==> src/hdl/device_address_table_with_aging_top_assert.svh <==
// Assertion macros shared by the device address table modules.
// Needs clk and rst_n in the scope where a macro is used.
`ifndef DEVICE_ADDRESS_TABLE_WITH_AGING_TOP_ASSERT_SVH
`define DEVICE_ADDRESS_TABLE_WITH_AGING_TOP_ASSERT_SVH

// Consequent must hold in the same cycle as the antecedent
`define DAT_ASSERT_SAME(lbl, ante, cons) \
  lbl: assert property (@(posedge clk) disable iff (!rst_n) (ante) |-> (cons)) \
    else $error("dat: same-cycle check failed");

// Consequent must hold in the cycle after the antecedent
`define DAT_ASSERT_NEXT(lbl, ante, cons) \
  lbl: assert property (@(posedge clk) disable iff (!rst_n) (ante) |=> (cons)) \
    else $error("dat: next-cycle check failed");

`endif

==> src/hdl/dat_pkg.sv <==
// Shared types and constants for the device address table with aging.
// No dependencies; imported by every module of the block.
package dat_pkg;

  localparam int TABLE_SLOTS = 16;
  // slot index width; equals the width of entry_index and result_index
  localparam int SLOT_W      = $clog2(TABLE_SLOTS);
  localparam int ADDR_W      = 48;
  localparam int STR_W       = 8;
  localparam int CNT_W       = $clog2(TABLE_SLOTS + 1);
  localparam logic [SLOT_W-1:0] LAST_SLOT = SLOT_W'(TABLE_SLOTS - 1);

  typedef enum logic [1:0] {
    ACT_OBSERVE = 2'd0,
    ACT_WSTR    = 2'd1,
    ACT_SWEEP   = 2'd2,
    ACT_READ    = 2'd3
  } action_t;

  typedef struct packed {
    action_t                  action;
    logic [ADDR_W-1:0]        device_address;
    logic [SLOT_W-1:0]        entry_index;
    logic signed [STR_W-1:0]  signal_strength;
  } in_item_t;

  typedef struct packed {
    logic [SLOT_W-1:0]        result_index;
    logic                     index_valid;
    logic                     newly_added;
    logic                     removed_any;
    logic                     slot_occupied;
    logic [ADDR_W-1:0]        address_out;
    logic signed [STR_W-1:0]  strength_out;
    logic [CNT_W-1:0]         device_count;
  } out_item_t;

  typedef enum logic [2:0] {
    S_IDLE,
    S_SCAN,
    S_FILL,
    S_WSTR,
    S_SWEEP,
    S_RDREQ,
    S_RDCAP,
    S_DONE
  } seq_state_t;

  // sequencer -> table storage
  typedef struct packed {
    logic                    addr_we;
    logic [SLOT_W-1:0]       addr_wa;
    logic [ADDR_W-1:0]       addr_wd;
    logic                    str_we;
    logic [SLOT_W-1:0]       str_wa;
    logic [STR_W-1:0]        str_wd;
    logic [SLOT_W-1:0]       rd_a;
    logic                    fill;
    logic                    erase;
    logic                    mark;
    logic                    unmark;
    logic [SLOT_W-1:0]       flag_a;
  } st_cmd_t;

  // table storage -> sequencer
  typedef struct packed {
    logic [TABLE_SLOTS-1:0]  used;
    logic [TABLE_SLOTS-1:0]  seen;
    logic [TABLE_SLOTS-1:0]  str_vld;
    logic [ADDR_W-1:0]       addr_rd;
    logic [STR_W-1:0]        str_rd;
  } st_stat_t;

endpackage

==> src/hdl/dat_store.sv <==
// Table storage: address and strength memories plus per-slot flag bits.
// Depends on dat_pkg.
module dat_store import dat_pkg::*; (
  input  logic     clk,
  input  logic     rst_n,
  input  st_cmd_t  cmd,
  output st_stat_t stat
);

  logic [ADDR_W-1:0]      addr_mem [TABLE_SLOTS];
  logic [STR_W-1:0]       str_mem  [TABLE_SLOTS];
  logic [ADDR_W-1:0]      addr_rd_r;
  logic [STR_W-1:0]       str_rd_r;
  logic [TABLE_SLOTS-1:0] used_r;
  logic [TABLE_SLOTS-1:0] seen_r;
  logic [TABLE_SLOTS-1:0] str_vld_r;

  // memories: one write port, one registered read port each
  always_ff @(posedge clk) begin
    if (cmd.addr_we) begin
      addr_mem[cmd.addr_wa] <= cmd.addr_wd;
    end
    if (cmd.str_we) begin
      str_mem[cmd.str_wa] <= cmd.str_wd;
    end
    addr_rd_r <= addr_mem[cmd.rd_a];
    str_rd_r  <= str_mem[cmd.rd_a];
  end

  // flag bits; str_vld is clear for a strength entry never written or erased
  always_ff @(posedge clk) begin
    if (!rst_n) begin
      used_r    <= '0;
      seen_r    <= '0;
      str_vld_r <= '0;
    end else begin
      if (cmd.fill) begin
        used_r[cmd.flag_a] <= 1'b1;
        seen_r[cmd.flag_a] <= 1'b1;
      end
      if (cmd.erase) begin
        used_r[cmd.flag_a]    <= 1'b0;
        seen_r[cmd.flag_a]    <= 1'b0;
        str_vld_r[cmd.flag_a] <= 1'b0;
      end
      if (cmd.mark) begin
        seen_r[cmd.flag_a] <= 1'b1;
      end
      if (cmd.unmark) begin
        seen_r[cmd.flag_a] <= 1'b0;
      end
      if (cmd.str_we) begin
        str_vld_r[cmd.str_wa] <= 1'b1;
      end
    end
  end

  assign stat.used    = used_r;
  assign stat.seen    = seen_r;
  assign stat.str_vld = str_vld_r;
  assign stat.addr_rd = addr_rd_r;
  assign stat.str_rd  = str_rd_r;

endmodule

==> src/hdl/dat_seq.sv <==
// Sequencer: walks the slots one per cycle with a shared address comparator
// and a shared count adder. Depends on dat_pkg and the assertion header.
`include "device_address_table_with_aging_top_assert.svh"

module dat_seq import dat_pkg::*; (
  input  logic      clk,
  input  logic      rst_n,
  input  logic      start,
  input  in_item_t  in_item,
  output logic      busy,
  output logic      done,
  output out_item_t res,
  output st_cmd_t   cmd,
  input  st_stat_t  stat
);

  seq_state_t        state_r, state_nxt;
  in_item_t          cmd_r, cmd_nxt;
  logic [SLOT_W-1:0] ptr_r, ptr_nxt;
  logic              cmp_vld_r, cmp_vld_nxt;
  logic [SLOT_W-1:0] cmp_ptr_r, cmp_ptr_nxt;
  logic              free_found_r, free_found_nxt;
  logic [SLOT_W-1:0] free_idx_r, free_idx_nxt;
  logic [CNT_W-1:0]  count_r, count_nxt;
  out_item_t         res_r, res_nxt;

  logic accept;
  logic hit;
  logic erase_now;
  logic cnt_inc;
  logic cnt_dec;
  logic [SLOT_W-1:0] idx;

  assign accept = start && (state_r == S_IDLE);
  assign idx    = cmd_r.entry_index;

  // shared comparator: stored address of the slot read last cycle
  assign hit = (state_r == S_SCAN) && cmp_vld_r && stat.used[cmp_ptr_r] &&
               (stat.addr_rd == cmd_r.device_address);

  assign erase_now = (state_r == S_SWEEP) && stat.used[ptr_r] && !stat.seen[ptr_r];

  // next state
  always_comb begin
    state_nxt = state_r;
    case (state_r)
      S_IDLE: begin
        if (accept) begin
          case (in_item.action)
            ACT_OBSERVE: state_nxt = S_SCAN;
            ACT_WSTR:    state_nxt = S_WSTR;
            ACT_SWEEP:   state_nxt = S_SWEEP;
            ACT_READ:    state_nxt = S_RDREQ;
            default:     state_nxt = S_IDLE;
          endcase
        end
      end
      S_SCAN: begin
        if (hit) begin
          state_nxt = S_DONE;
        end else if (cmp_vld_r && (cmp_ptr_r == LAST_SLOT)) begin
          state_nxt = S_FILL;
        end
      end
      S_FILL:  state_nxt = S_DONE;
      S_WSTR:  state_nxt = S_DONE;
      S_SWEEP: begin
        if (ptr_r == LAST_SLOT) begin
          state_nxt = S_DONE;
        end
      end
      S_RDREQ: state_nxt = S_RDCAP;
      S_RDCAP: state_nxt = S_DONE;
      S_DONE:  state_nxt = S_IDLE;
      default: state_nxt = S_IDLE;
    endcase
  end

  // outputs: storage commands and handshake
  always_comb begin
    cmd         = '0;
    cmd.rd_a    = (state_r == S_RDREQ) ? idx : ptr_r;
    cmd.addr_wa = free_idx_r;
    cmd.addr_wd = cmd_r.device_address;
    cmd.str_wa  = idx;
    cmd.str_wd  = cmd_r.signal_strength;
    cmd.flag_a  = ptr_r;
    case (state_r)
      S_SCAN: begin
        cmd.mark   = hit;
        cmd.flag_a = cmp_ptr_r;
      end
      S_FILL: begin
        cmd.fill    = free_found_r;
        cmd.addr_we = free_found_r;
        cmd.flag_a  = free_idx_r;
      end
      S_WSTR: begin
        cmd.str_we = 1'b1;
      end
      S_SWEEP: begin
        cmd.erase  = erase_now;
        cmd.unmark = stat.used[ptr_r] && stat.seen[ptr_r];
      end
      default: begin
      end
    endcase
    busy = (state_r != S_IDLE);
    done = (state_r == S_DONE);
  end

  // shared count adder
  assign cnt_inc = (state_r == S_FILL) && free_found_r;
  assign cnt_dec = erase_now;

  always_comb begin
    count_nxt = count_r;
    if (cnt_inc) begin
      count_nxt = count_r + CNT_W'(1);
    end else if (cnt_dec) begin
      count_nxt = count_r - CNT_W'(1);
    end
  end

  // datapath registers
  always_comb begin
    cmd_nxt        = cmd_r;
    ptr_nxt        = ptr_r;
    cmp_vld_nxt    = cmp_vld_r;
    cmp_ptr_nxt    = cmp_ptr_r;
    free_found_nxt = free_found_r;
    free_idx_nxt   = free_idx_r;
    res_nxt        = res_r;
    case (state_r)
      S_IDLE: begin
        if (accept) begin
          cmd_nxt        = in_item;
          ptr_nxt        = '0;
          cmp_vld_nxt    = 1'b0;
          free_found_nxt = 1'b0;
          res_nxt        = '0;
          res_nxt.result_index = (in_item.action == ACT_OBSERVE) ? '0 : in_item.entry_index;
        end
      end
      S_SCAN: begin
        ptr_nxt     = ptr_r + SLOT_W'(1);
        cmp_vld_nxt = 1'b1;
        cmp_ptr_nxt = ptr_r;
        // lowest free slot, remembered in case the lookup misses
        if (!free_found_r && !stat.used[ptr_r]) begin
          free_found_nxt = 1'b1;
          free_idx_nxt   = ptr_r;
        end
        if (hit) begin
          res_nxt.result_index = cmp_ptr_r;
          res_nxt.index_valid  = 1'b1;
        end
      end
      S_FILL: begin
        if (free_found_r) begin
          res_nxt.result_index = free_idx_r;
          res_nxt.index_valid  = 1'b1;
          res_nxt.newly_added  = 1'b1;
        end
      end
      S_SWEEP: begin
        ptr_nxt = ptr_r + SLOT_W'(1);
        if (erase_now) begin
          res_nxt.removed_any = 1'b1;
        end
      end
      S_RDCAP: begin
        // a free slot always reads back as a zero address
        res_nxt.slot_occupied = stat.used[idx];
        res_nxt.address_out   = stat.used[idx] ? stat.addr_rd : '0;
        res_nxt.strength_out  = stat.str_vld[idx] ? stat.str_rd : '0;
      end
      default: begin
      end
    endcase
  end

  always_ff @(posedge clk) begin
    if (!rst_n) begin
      state_r <= S_IDLE;
      count_r <= '0;
    end else begin
      state_r <= state_nxt;
      count_r <= count_nxt;
    end
  end

  always_ff @(posedge clk) begin
    cmd_r        <= cmd_nxt;
    ptr_r        <= ptr_nxt;
    cmp_vld_r    <= cmp_vld_nxt;
    cmp_ptr_r    <= cmp_ptr_nxt;
    free_found_r <= free_found_nxt;
    free_idx_r   <= free_idx_nxt;
    res_r        <= res_nxt;
  end

  always_comb begin
    res              = res_r;
    res.device_count = count_r;
  end

  // count tracks the occupied bits exactly
  `DAT_ASSERT_SAME(a_count_matches, 1'b1, count_r == CNT_W'($countones(stat.used)))
  // a fill only ever lands on a free slot
  `DAT_ASSERT_SAME(a_fill_free, state_r == S_FILL && free_found_r, !stat.used[free_idx_r])
  // an accepted beat keeps the block busy in the next cycle
  `DAT_ASSERT_NEXT(a_accept_busy, accept, busy)
  // newly added implies a valid index
  `DAT_ASSERT_SAME(a_new_valid, done && res.newly_added, res.index_valid)

endmodule

==> src/hdl/device_address_table_with_aging_top.sv <==
// Top level of the device address table with aging.
// Depends on dat_pkg, dat_store and dat_seq.

// A 16-slot table of 48-bit device addresses with seen marks for aging.
// Drive start with a beat on in_data while busy is low; the block then
// holds busy high until it is done and shows the result on out_data for
// exactly one cycle with out_valid high. The receiver cannot stall, so
// capture out_data whenever out_valid is set. An observe walks the slots
// one per cycle through the shared address comparator behind the
// registered memory read and stops on a hit; on a miss or a full table it
// scans all slots, then fills a free slot if there is one. A sweep walks
// every slot one per cycle. A new beat may be started in the cycle the
// result is shown.
module device_address_table_with_aging_top import dat_pkg::*; (
  input  logic      clk,
  input  logic      rst_n,
  input  logic      start,
  input  in_item_t  in_data,
  output logic      busy,
  output logic      out_valid,
  output out_item_t out_data
);

  st_cmd_t   st_cmd;
  st_stat_t  st_stat;
  logic      seq_done;
  out_item_t seq_res;
  logic      out_valid_r;
  out_item_t out_data_r;

  dat_seq u_seq (
    .clk     (clk),
    .rst_n   (rst_n),
    .start   (start),
    .in_item (in_data),
    .busy    (busy),
    .done    (seq_done),
    .res     (seq_res),
    .cmd     (st_cmd),
    .stat    (st_stat)
  );

  dat_store u_store (
    .clk   (clk),
    .rst_n (rst_n),
    .cmd   (st_cmd),
    .stat  (st_stat)
  );

  // result register: one-cycle strobe per finished beat
  always_ff @(posedge clk) begin
    if (!rst_n) begin
      out_valid_r <= 1'b0;
    end else begin
      out_valid_r <= seq_done;
    end
  end

  always_ff @(posedge clk) begin
    if (seq_done) begin
      out_data_r <= seq_res;
    end
  end

  assign out_valid = out_valid_r;
  assign out_data  = out_data_r;

endmodule
==> config.mk <==
export PLATFORM = sky130hd
export DESIGN_NAME = device_address_table_with_aging_top
export DESIGN_NICKNAME = d
export VERILOG_FILES = /design/src/hdl/dat_pkg.sv /design/src/hdl/dat_store.sv /design/src/hdl/dat_seq.sv /design/src/hdl/device_address_table_with_aging_top.sv
export VERILOG_INCLUDE_DIRS = /design/src /design/src/hdl
export SDC_FILE = /design/constraint.sdc
export NUM_CORES = 1
export LEC_CHECK = 0
export ABC_AREA = 1
export BUFFER_PORTS_ARGS = -buffer_cell sky130_fd_sc_hd__buf_2
export CAP_MARGIN = 20
export CELL_PAD_IN_SITES_DETAIL_PLACEMENT = 1
export CELL_PAD_IN_SITES_GLOBAL_PLACEMENT = 2
export CORE_MARGIN = 2
export CORE_UTILIZATION = 38
export CTS_CLUSTER_SIZE = 25
export DETAILED_ROUTE_END_ITERATION = 12
export HOLD_SLACK_MARGIN = 0.08
export PLACE_DENSITY = 0.75
export SLEW_MARGIN = 20
export SYNTH_ARGS = -nofsm -noshare
export SYNTH_HDL_FRONTEND = slang
export SYNTH_HIERARCHICAL = 1
export SYNTH_SLANG_ARGS = --single-unit
==> constraint.sdc <==
create_clock -name clk -period 5.4 [get_ports clk]
set_input_delay 1.08 -clock clk [delete_from_list [all_inputs] [get_ports clk]]
set_output_delay 1.08 -clock clk [all_outputs]
set_load 0.02 [all_outputs]
Yosys cells after proc, flatten, opt, wreduce, memory -nomap -nowiden
Memory sizes are Yosys's and may differ from the RTL's. A register that Yosys moved wholly into a read port is not among the register bits. Cells that the tools add are included. W data, S select, Z words.

Register bits after elaboration: 264. RAM bits: 896. Input bits: 65. Output and inout port bits: 71. Word-level logic and storage cells: 169. Memories kept: 2.

Memory list: u_store.addr_mem (words 16, bits a word 48, rd ports 1, clocked after memory_dff 1, write ports 1, RTL line dat_store.sv:10) `logic [ADDR_W-1:0] addr_mem [TABLE_SLOTS];`; u_store.str_mem (words 16, bits a word 8, rd ports 1, clocked after memory_dff 1, write ports 1, RTL line dat_store.sv:11) `logic [STR_W-1:0] str_mem [TABLE_SLOTS];`.

Add/subtract/negate cells: 3. Order comparisons: 6. Eq/ne operators: 20. Muxes and demuxes: 63. Bitwise gates (word level): 9. Reduce and logical (&&, ||, !) cells: 37.

Operator list (number): $mux W16 (13); $pmux W57 S2 (1); $mux W69 (1); $and A16 B16 Y16 (4); $or A16 B16 Y16 (4); $eq A48 B48 Y1 (1); $mux W48 (1); $bmux W1 S4 (5); $lt A4 B5 Y1 const B (4); $mux W1 (19); $pmux W3 S6 (1); $not A16 Y16 (1); $pmux W4 S2 (2); $mux W5 (3); $pmux W5 S3 (1); $eq A3 B3 Y1 const B (4); $logic_and A1 B1 Y1 (12); $mux W3 (4); $mux W4 (3); $pmux W3 S4 (1); $reduce_and A3 Y1 (4); $reduce_bool A2 Y1 (6); $reduce_and A2 Y1 (5); $demux W1 S4 (2); 22 further kinds (36).

Longest topological paths before layout
Gate-level depths: netlist of the first run.

Word-level depth: 17. Depth in mapped cells: 14. Gate-level depth less buffers: 14.

Cells and area by module
Netlist of the first run, hierarchy kept.

Modules (own cells, without submodules): dat_store (instances 1, cells an instance 4054, area an instance 41935.2 µm², sequential area each 28987.8 µm²); dat_seq (instances 1, cells an instance 835, area an instance 7604.8 µm², sequential area each 4304.1 µm²); device_address_table_with_aging_top (instances 1, cells an instance 72, area an instance 2099.5 µm², sequential area each 2092.0 µm²).

Worst setup path after synthesis of the first run
OpenSTA, ideal clock, no wires.

Kind: input port to flip-flop. Start: in start. End: reg u_seq.res_r, in the netlist u_seq/res[10], enable pin. Setup time: 0.416 ns. Arrival time: 5.407 ns. Data required time: 4.984 ns. Path slack: -0.424 ns. Stages: 4. Buffers on the path: 0. Cell sequence: inv_1 > nor2_1 > inv_1 > nand2_1.

Cells in the longest elaborated chain, start to end: 3.

Ends and longest elaborated chain: start, declared (RTL line device_address_table_with_aging_top.sv:17) `input logic start,`; $logic_and A1 B1 Y1 (RTL line dat_seq.sv:34) `assign accept = start && (state_r == S_IDLE);`; $ne A2 B1 Y1 (no source line); $reduce_and A2 Y1 (no source line); end signal, assigned (RTL line dat_seq.sv:200) `res_r <= res_nxt;`; end, declared (RTL line dat_seq.sv:25) `out_item_t res_r, res_nxt;`.

No other way between the ends. A chain may end at the register's enable or synchronous reset.

==> flow_summary.rst, run 1 <==
.. list-table::
   :header-rows: 1

   * - Metric
     - Value
   * - Total chip power
     - 31.0 mW
   * - Syn Inst Count
     - 4961
   * - Finish-stage setup viols
     - 0
   * - Fin. Hold Viols
     - 0
   * - Worst vdd rail ir drop
     - 0.000684 V
   * - Outcome
     - complete, no violations
   * - Total global routing track utilization
     - 0.220
   * - Floorplan die height
     - about 370 µm
   * - Hold bufs inserted after CTS
     - 0
   * - Congestion Overflow GR
     - 0
   * - Vias in the first global route
     - 35.8k
   * - Wire length of the first global-routing pass
     - approximately 230000 µm
   * - Setup slack of the worst register-to-register path
     - 1.76 ns
   * - Routed WL per cell
     - 21.9 µm
   * - Crit-path most repeated cell
     - nand3_1
   * - H-Tree Depth
     - 4
   * - Synth warn
     - 6
   * - Synth Register Bits
     - approximately 1.2k
   * - Startpoint of the worst hold path
     - u_seq/res[11]$_SDFFCE_PN0P_
   * - Total via count after detailed routing
     - 34.6k
   * - Post-place setup slack
     - 1.77 ns
   * - Cell Pwr Density
     - 531 nW/µm²
   * - Portion of the post-synthesis area used by sequential elements
     - 0.685
   * - WS Path Type
     - flip-flop to flip-flop
   * - RSZ-0062 raised after global routing
     - no
   * - Hold Path Class
     - flip-flop to flip-flop
   * - Leak pwr
     - 24.3 nW
   * - Relative slew slack
     - 0.227
   * - Initial Utilization
     - 0.382
   * - Total nets after synthesis
     - between 5k and 6k
   * - Met3 track demand over resource in global routing
     - 0.0349
   * - Core outline area
     - 135000 µm²
   * - Per-instance average area after synthesis
     - about 10 µm²
   * - Root Driver
     - clkbuf_16
   * - TritonCTS clock tree
     - yes
   * - Clock latency on the worst-skew pair
     - 0.79 ns
   * - Fraction of met2 tracks used by global routing
     - 0.370
   * - Clock buffer count from CTS
     - 138
   * - Post-cts gate resize count
     - 0
   * - Largest net degree at the start of global routing
     - around 200
   * - Maximum clock path buffer count
     - 3
   * - Post-route clock skew
     - 0.0299 ns
   * - Final weighted congestion in routability-driven placement
     - between 0.7 and 0.8
   * - Die area
     - 139000 µm²
   * - Post-CTS setup repair buffer count
     - 0
   * - Number of nets in the final layout
     - 5147
   * - Data arrival at the endpoint of the critical path
     - 4.29 ns
   * - Max-slew violations
     - 0
   * - Detailed-placement wirelength estimate
     - 86400 µm
   * - GRT Max-Usage Layer
     - met2
   * - Delay of the slowest cell on the worst path
     - 0.80 ns
   * - Number of antenna violations at the first check in global routing
     - 2
   * - Average vias per placed instance
     - approximately 5.0
   * - DRC errors left
     - 0
   * - Antenna violation net count after detailed routing
     - 0
   * - Top_reg_cell synth
     - edfxtp_1
   * - Cell variety after synth
     - 42
   * - Area growth, synth to finish
     - 13.0%
   * - Number of enable-type register cells in the synthesized netlist
     - about 1.1k
   * - Maximum clock frequency
     - between 0.2 and 0.3 GHz
   * - Actual slew at the worst max-slew pin
     - around 1.2 ns
   * - Required time reported for the critical path endpoint
     - just over 6 ns
   * - Async SR Flop Fraction
     - 0
   * - M1 GR Usage
     - 0.293
   * - Cell type of the slowest stage on the worst timing path
     - buf_4
   * - Final WL
     - 153000 µm
   * - Fraction of layout instances using a drive strength above 1
     - 0.0886
   * - Synthesized cell area
     - 51600 µm²
   * - Minimum clock period
     - 3.64 ns
   * - Final clock period utilization by the worst path
     - 0.674
   * - Launching point of the worst reg2reg path
     - u_seq/state_r[0]$_SDFFE_PN0P_
   * - Layout filler cell count
     - 14.9k
   * - End of the worst register-to-register path
     - u_store/addr_rd_r[6]$_DFF_P_
   * - Worst hold margin
     - 0.413 ns
   * - Worst-path fanout max
     - 200
   * - Critical Path, Cell by Cell
     - nand3_1 -> nand2_1 -> o21ai_4 -> inv_16 -> buf_4 -> nand2_1 -> nand3_1 -> nand3_1 -> nand3_1 -> nand2_1
   * - Minimum setup slack in the final design
     - approximately 1.8 ns
   * - Number of buffers inserted by port buffering
     - 135
   * - Iteration count of the initial detailed-routing pass
     - 5
   * - Setup_tns
     - 0 ns
   * - Starting DRC count in detailed routing
     - 2294
   * - Width of the die
     - 373 µm
   * - Row cnt
     - approximately 140
   * - Worst Hold Depth
     - 0
   * - Count of clock tree sinks
     - about 1.2k
   * - Category of the worst setup path launch point
     - flip-flop
   * - Clock slew seen by the registers of the worst setup and hold paths
     - 0.06 ns
   * - Hold Path Sink
     - out_data[11]$_DFFE_PP_
   * - Number of maximum-capacitance violations
     - 0
   * - Kind of end point of the critical path
     - flip-flop
   * - Worst R2R Path Depth
     - 10
   * - Ports
     - 136
-- through the flow --
stage | utilization | std cells | cell area (µm²)
5_1_grt | 0.432 | 6975 | 58300
3_3_place_gp | 0.399 | 6718 | 53900
2_1_floorplan | - | 4961 | 51600
3_5_place_dp | 0.399 | 6718 | 53900
4_1_cts | 0.432 | 6975 | 58300
6_report | 0.432 | 6977 | 58300
-- power breakdown --
| part | switching [mW] | internal, mW |
|---|---|---|
| clock | 3.86 | 5.27 |
| combinational | 7.06 | 2.46 |
| sequential | 0.797 | 11.5 |
-- Yosys cell counts (2+ instances only) --
cell       number  area (µm²)
buf_2         103         515
o21ai_0        51         255
o21bai_1        2        15.0
nand4_1        13        81.3
nand3_2         4        40.0
nand3_1       721        3610
nor3_1          3        15.0
inv_1         887        3330
a21oi_2         2        17.5
or2_2           4        25.0
clkbuf_1       30         113
o2111ai_1       2        17.5
nor4b_1         2        17.5
inv_2           4        15.0
nor2_4         23         259
nor3b_1         2        15.0
o211ai_1       12        90.1
o21ai_1        10        50.1
nor2_1        171         642
o221ai_1        3        26.3
ha_1            4        50.1
nor4_1          3        18.8
dfxtp_1       113        2260
xor2_1          3        26.3
a2111oi_0       2        17.5
buf_1          10        37.5
nor2_2          2        12.5
nand2_1      1521        5710
buf_8           2        30.0
a21oi_1        61         305
buf_6          57         642
buf_4          14         105
o22ai_1         3        18.8
edfxtp_1     1103       33100
xnor2_1         7        61.3
-- sequential cells by signal, indices dropped and copies added, names as in the netlist, 3 cells and up --
register	flops
out_data	69
u_seq/cmd	56
u_seq/cmp_ptr_r	4
u_seq/count_r	5
u_seq/free_idx_r	4
u_seq/idx	4
u_seq/ptr_r	4
u_seq/res	64
u_seq/state_r	3
u_store/addr_mem	768
u_store/addr_rd_r	48
u_store/seen_r	16
u_store/str_mem	128
u_store/str_rd_r	8
u_store/str_vld_r	16
u_store/used_r	16
-- how the worst max path moves through the flow --
stage | start | end
after CTS | u_seq/state_r[0]$_SDFFE_PN0P_ | u_store/addr_rd_r[10]$_DFF_P_
after global routing | u_seq/state_r[0]$_SDFFE_PN0P_ | u_store/addr_rd_r[6]$_DFF_P_
final | u_seq/state_r[0]$_SDFFE_PN0P_ | u_store/addr_rd_r[6]$_DFF_P_
after floorplan | start | u_seq/res[10]$_SDFFCE_PN0P_
after global placement | u_seq/cmd[66]$_DFFE_PP_ | u_store/seen_r[1]$_SDFF_PN0_
after detailed placement | u_seq/state_r[0]$_SDFFE_PN0P_ | u_store/addr_rd_r[9]$_DFF_P_
-- critical path, delay by kind of cell, from the launching register on --
| family | cells | cell delay (ns) |
|---|---|---|
| buffers and inverters | 2 | 1.31 |
| and+or+nand+nor | 7 | 1.34 |
| DFF | 1 | 0.46 |
| AOI/OAI and AO/OA | 1 | 0.17 |
-- layout by cell type, fill, tap and decap left out, types with 44 or more instances in the layout --
cell,count
nand3_1,721
inv_1,885
nor2_1,152
clkbuf_16,141
a21oi_1,61
buf_2,135
dfxtp_1,113
buf_4,44
o21ai_0,47
nand2_1,1520
edfxtp_1,1103
clkbuf_1,45
-- per-layer routing --
metal,wire [µm],up-vias,part of all wire
met4,3930,0,0.026
met5,0,-,0
met2,73400,724,0.48
met3,6800,237,0.045
met1,68500,17400,0.45
li1,-,16300,-
-- kinds of logic (layout without fill, tap and decap cells) --
logic type               count (synthesis)  after routing  share of synthesized area
adder cells (fa/ha/maj)                  5              5                    0.00136
buffers and inverters                 1110           1343                     0.0934
XOR/XNOR                                10             10                    0.00170
flip-flops                            1216           1216                      0.685
AND/OR/NAND/NOR                       2471           2471                      0.202
other                                    0              2                          0
AO/OA/AOI/OAI                          149            149                     0.0159
-- final cells by class --
class	count	area (µm²)	share of cell area
flip-flops and latches	1216	35400	0.607
multi-input cells	2635	11600	0.200
clock buffers	202	3920	0.0672
inverters	893	3380	0.0580
well taps	1781	2230	0.0382
repair buffers	193	1290	0.0221
clock inverters	55	487	0.00834
diodes	2	5.00	0.0000858
(Power assumes the default switching activity.)
==> run 2: changes to the inputs <==
- ABC_AREA: 1 -> 0
- CORE_UTILIZATION: 38 -> 45
- PLACE_DENSITY: 0.75 -> 0.72
- clock period: 5.4 -> 3.5 ns (I/O delays scaled with it)
==> flow_summary.rst, run 2 <==
.. list-table::
   :header-rows: 1

   * - Metric
     - Value
   * - Outcome
     - complete, no violations
   * - Root Driver
     - clkbuf_16
   * - Largest register by flop count
     - u_store/addr_mem
   * - TritonCTS clock tree
     - yes
   * - Core outline area
     - approximately 100000 µm²
   * - Final WL
     - 113000 µm
   * - DRC errors left
     - 0
   * - Starting DRC count in detailed routing
     - 2154
   * - Per-instance average area after synthesis
     - around 21 µm²
   * - Most used standard cells in the synthesized netlist
     - 1103 x edfxtp_1, 243 x mux4_2, 113 x dfxtp_1, 112 x a22oi_1, 78 x nand2_1
   * - Total via count after detailed routing
     - about 23k
   * - Syn Inst Count
     - 2215
   * - Die area
     - 104000 µm²
   * - Top cells by area in the synthesized netlist
     - edfxtp_1 72%, mux4_2 12%, dfxtp_1 4.9%
   * - Setup slack of the worst register-to-register path
     - 0.35 ns
   * - Total area of multi-input combinational cells
     - 9900 µm²
   * - Hold bufs inserted after CTS
     - 0
   * - Worst-path fanout max
     - 17
   * - Maximum clock path buffer count
     - 3
   * - Post-place setup slack
     - 0.337 ns
   * - Count of clock tree sinks
     - ~1.2k
   * - Clock buffer count from CTS
     - 121
   * - Cell type of the slowest stage on the worst timing path
     - xnor2_1
   * - Leak pwr
     - approximately 17 nW
   * - Vias in the first global route
     - approximately 24k
   * - Area growth, synth to finish
     - 15.3%
   * - Launching point of the worst reg2reg path
     - u_seq/cmd[72]$_DFFE_PP_
   * - Startpoint of the worst hold path
     - in_data[1]
   * - Actual slew at the worst max-slew pin
     - between 1 and 1.5 ns
   * - Kind of end point of the critical path
     - flip-flop
   * - Fin. Hold Viols
     - 0
   * - Top cell type by total area after synthesis
     - edfxtp_1
   * - Final clock period utilization by the worst path
     - 0.900
   * - Post-cts gate resize count
     - 0
   * - WS Path Type
     - flip-flop to flip-flop
   * - Portion of the post-synthesis area used by sequential elements
     - 0.773
   * - Number of maximum-capacitance violations
     - 0
   * - Synthesized cell area
     - 45800 µm²
   * - Layout filler cell count
     - approximately 9k
   * - Category of the worst setup path launch point
     - flip-flop
   * - Ports
     - 136
   * - Highest-count cells in the layout ignoring fill and taps
     - 1103 x edfxtp_1, 243 x mux4_2, 134 x buf_2, 125 x clkbuf_16, 113 x dfxtp_1
   * - Largest net degree at the start of global routing
     - 62
   * - Top_reg_cell synth
     - edfxtp_1
   * - Required time reported for the critical path endpoint
     - 4.16 ns
   * - Synth warn
     - 6
   * - Async SR Flop Fraction
     - 0
   * - Fraction of layout instances using a drive strength above 1
     - 0.272
   * - Maximum clock frequency
     - 0.317 GHz
   * - Row cnt
     - about 120
   * - Most used standard cell by instance count after synthesis
     - edfxtp_1
   * - Width of the die
     - between 300 and 400 µm
   * - Post-CTS setup repair buffer count
     - 0
   * - Post-route clock skew
     - 0.0409 ns
   * - Number of antenna violations at the first check in global routing
     - 2
   * - Synth Register Bits
     - between 1k and 1.5k
   * - Minimum clock period
     - about 3.1 ns
   * - Worst Hold Depth
     - 1
   * - Cell variety after synth
     - 61
   * - Relative slew slack
     - 0.289
   * - Floorplan die height
     - 323 µm
   * - Clock latency on the worst-skew pair
     - 0.72 ns
   * - Critical Path, Cell by Cell
     - xnor2_1 -> nand4_1 -> nor4_1 -> nand4_1 -> nor4b_4 -> buf_4 -> buf_4 -> o2111a_1
   * - Initial Utilization
     - 0.452
   * - Number of enable-type register cells in the synthesized netlist
     - 1103
   * - Finish-stage setup viols
     - 0
   * - Congestion Overflow GR
     - 0
   * - Data arrival at the endpoint of the critical path
     - 3.81 ns
   * - Total nets after synthesis
     - 2285
   * - Area taken by flip-flops and latches
     - 35400 µm²
   * - Number of nets in the final layout
     - between 2k and 3k
   * - RSZ-0062 raised after global routing
     - no
   * - Average vias per placed instance
     - about 5.8
   * - Routed WL per cell
     - 28.8 µm
   * - Cell Pwr Density
     - 753 nW/µm²
   * - Flip-flop count of the largest register, all copies and words added
     - 768
   * - Final weighted congestion in routability-driven placement
     - 0.834
   * - Post-Route Utilization
     - 0.521
   * - Hold Path Sink
     - u_seq/cmd[13]$_DFFE_PP_
   * - Delay of the slowest cell on the worst path
     - about 0.64 ns
   * - End of the worst register-to-register path
     - u_store/seen_r[4]$_SDFF_PN0_
   * - Clock slew seen by the registers of the worst setup and hold paths
     - 0.06 ns
   * - WL met2
     - roughly 57000 µm
   * - Minimum setup slack in the final design
     - between 0.3 and 0.4 ns
   * - Hold Path Class
     - input port to flip-flop
   * - Area share of the largest cell type after synthesis
     - 0.723
   * - Met3 wirelength from detailed routing
     - 6420 µm
   * - Max-slew violations
     - 0
   * - Number of buffers inserted by port buffering
     - 135
   * - Worst R2R Path Depth
     - 8
   * - H-Tree Depth
     - 3
   * - Iteration count of the initial detailed-routing pass
     - 5
   * - Total global routing track utilization
     - 0.220
   * - Wire length of the first global-routing pass
     - 166000 µm
   * - Met1 Wirelength
     - 47400 µm
   * - Worst vdd rail ir drop
     - 0.000596 V
   * - Detailed-placement wirelength estimate
     - approximately 65000 µm
   * - Commonest non-fill, non-tap cell in the layout
     - edfxtp_1
   * - Highest routed metal layer
     - met5
   * - Antenna violation net count after detailed routing
     - 0
==> run 2: cell types whose count changed after synthesis, sizes merged, moves of 44 or more <==
cell	delta
nand2	-1444
nand3	-713
and2	+60
a21oi	-46
a22oi	+112
inv	-877
clkbuf	+45
nor2	-140
buf	-141
mux4	+247
o21a	+44
==> run 2: metrics by stage <==
step	cells	power [mW]	TNS, ns	instance area (µm²)	hold slack [ns]
after detailed placement	3689	27.4	0	48900	0.406
after CTS	3918	40.2	0	52800	0.120
final	3919	39.8	0	52800	0.167
after global routing	3919	41.3	0	52800	0.136
after floorplan	2215	24.3	-130.99	45900	0.400
after global placement	3689	27.2	0	48900	0.403
==> run 2: worst max-delay path: cells and delay by family (launching register included) <==
family,cells,cell delay (ns)
and+or+nand+nor,4,1.15
xor gates and xnor gates,1,0.64
DFF,1,0.61
buffers and inverters,2,0.46
AOI/OAI and AO/OA,1,0.24
==> run 2: how the worst max path moves through the flow <==
stage,end,cells past startpoint,start
after floorplan,u_store/addr_mem[1][0]$_DFFE_PP_,7,u_seq/state_r[0]$_SDFFE_PN0P_
final,u_store/seen_r[4]$_SDFF_PN0_,8,u_seq/cmd[72]$_DFFE_PP_
after detailed placement,u_store/seen_r[12]$_SDFF_PN0_,7,u_seq/state_r[0]$_SDFFE_PN0P_
after global routing,u_store/seen_r[4]$_SDFF_PN0_,9,u_seq/state_r[0]$_SDFFE_PN0P_
after CTS,u_store/seen_r[12]$_SDFF_PN0_,7,u_seq/state_r[0]$_SDFFE_PN0P_
after global placement,u_seq/res[65]$_DFFE_PP_,7,u_seq/cmd[72]$_DFFE_PP_
==> run 2: report_power, final <==
group	switching [mW]	total, mW	internal, mW
logic	5.01	8.95	3.94
clock network	5.36	12.8	7.39
registers	0.947	18.1	17.1
==> run 2: cell families after synthesis <==
kind of cell,count (synthesis),synth area share
AO/OA/AOI/OAI,263,0.0433
XOR/XNOR,44,0.00842
adder cells (fa/ha/maj),5,0.00153
buffers and inverters,137,0.0154
flip-flops,1216,0.773
multiplexers,260,0.125
AND/OR/NAND/NOR,290,0.0337
==> run 2: per-layer routing <==
metal  GRT usage  up-vias
met5           0        -
met2       0.370      746
met3      0.0350      144
met4      0.0517        2
li1            -     9556
met1       0.303    12200
==> run 2: layout make-up <==
type,instances,share of cell area
sequential,1216,0.670
clock buffer,170,0.0651
antenna,1,0.0000474
clock inverter,59,0.00938
timing repair buffer,227,0.0342
tap,1368,0.0324
inverter,16,0.00121
multi-input combinational,862,0.187
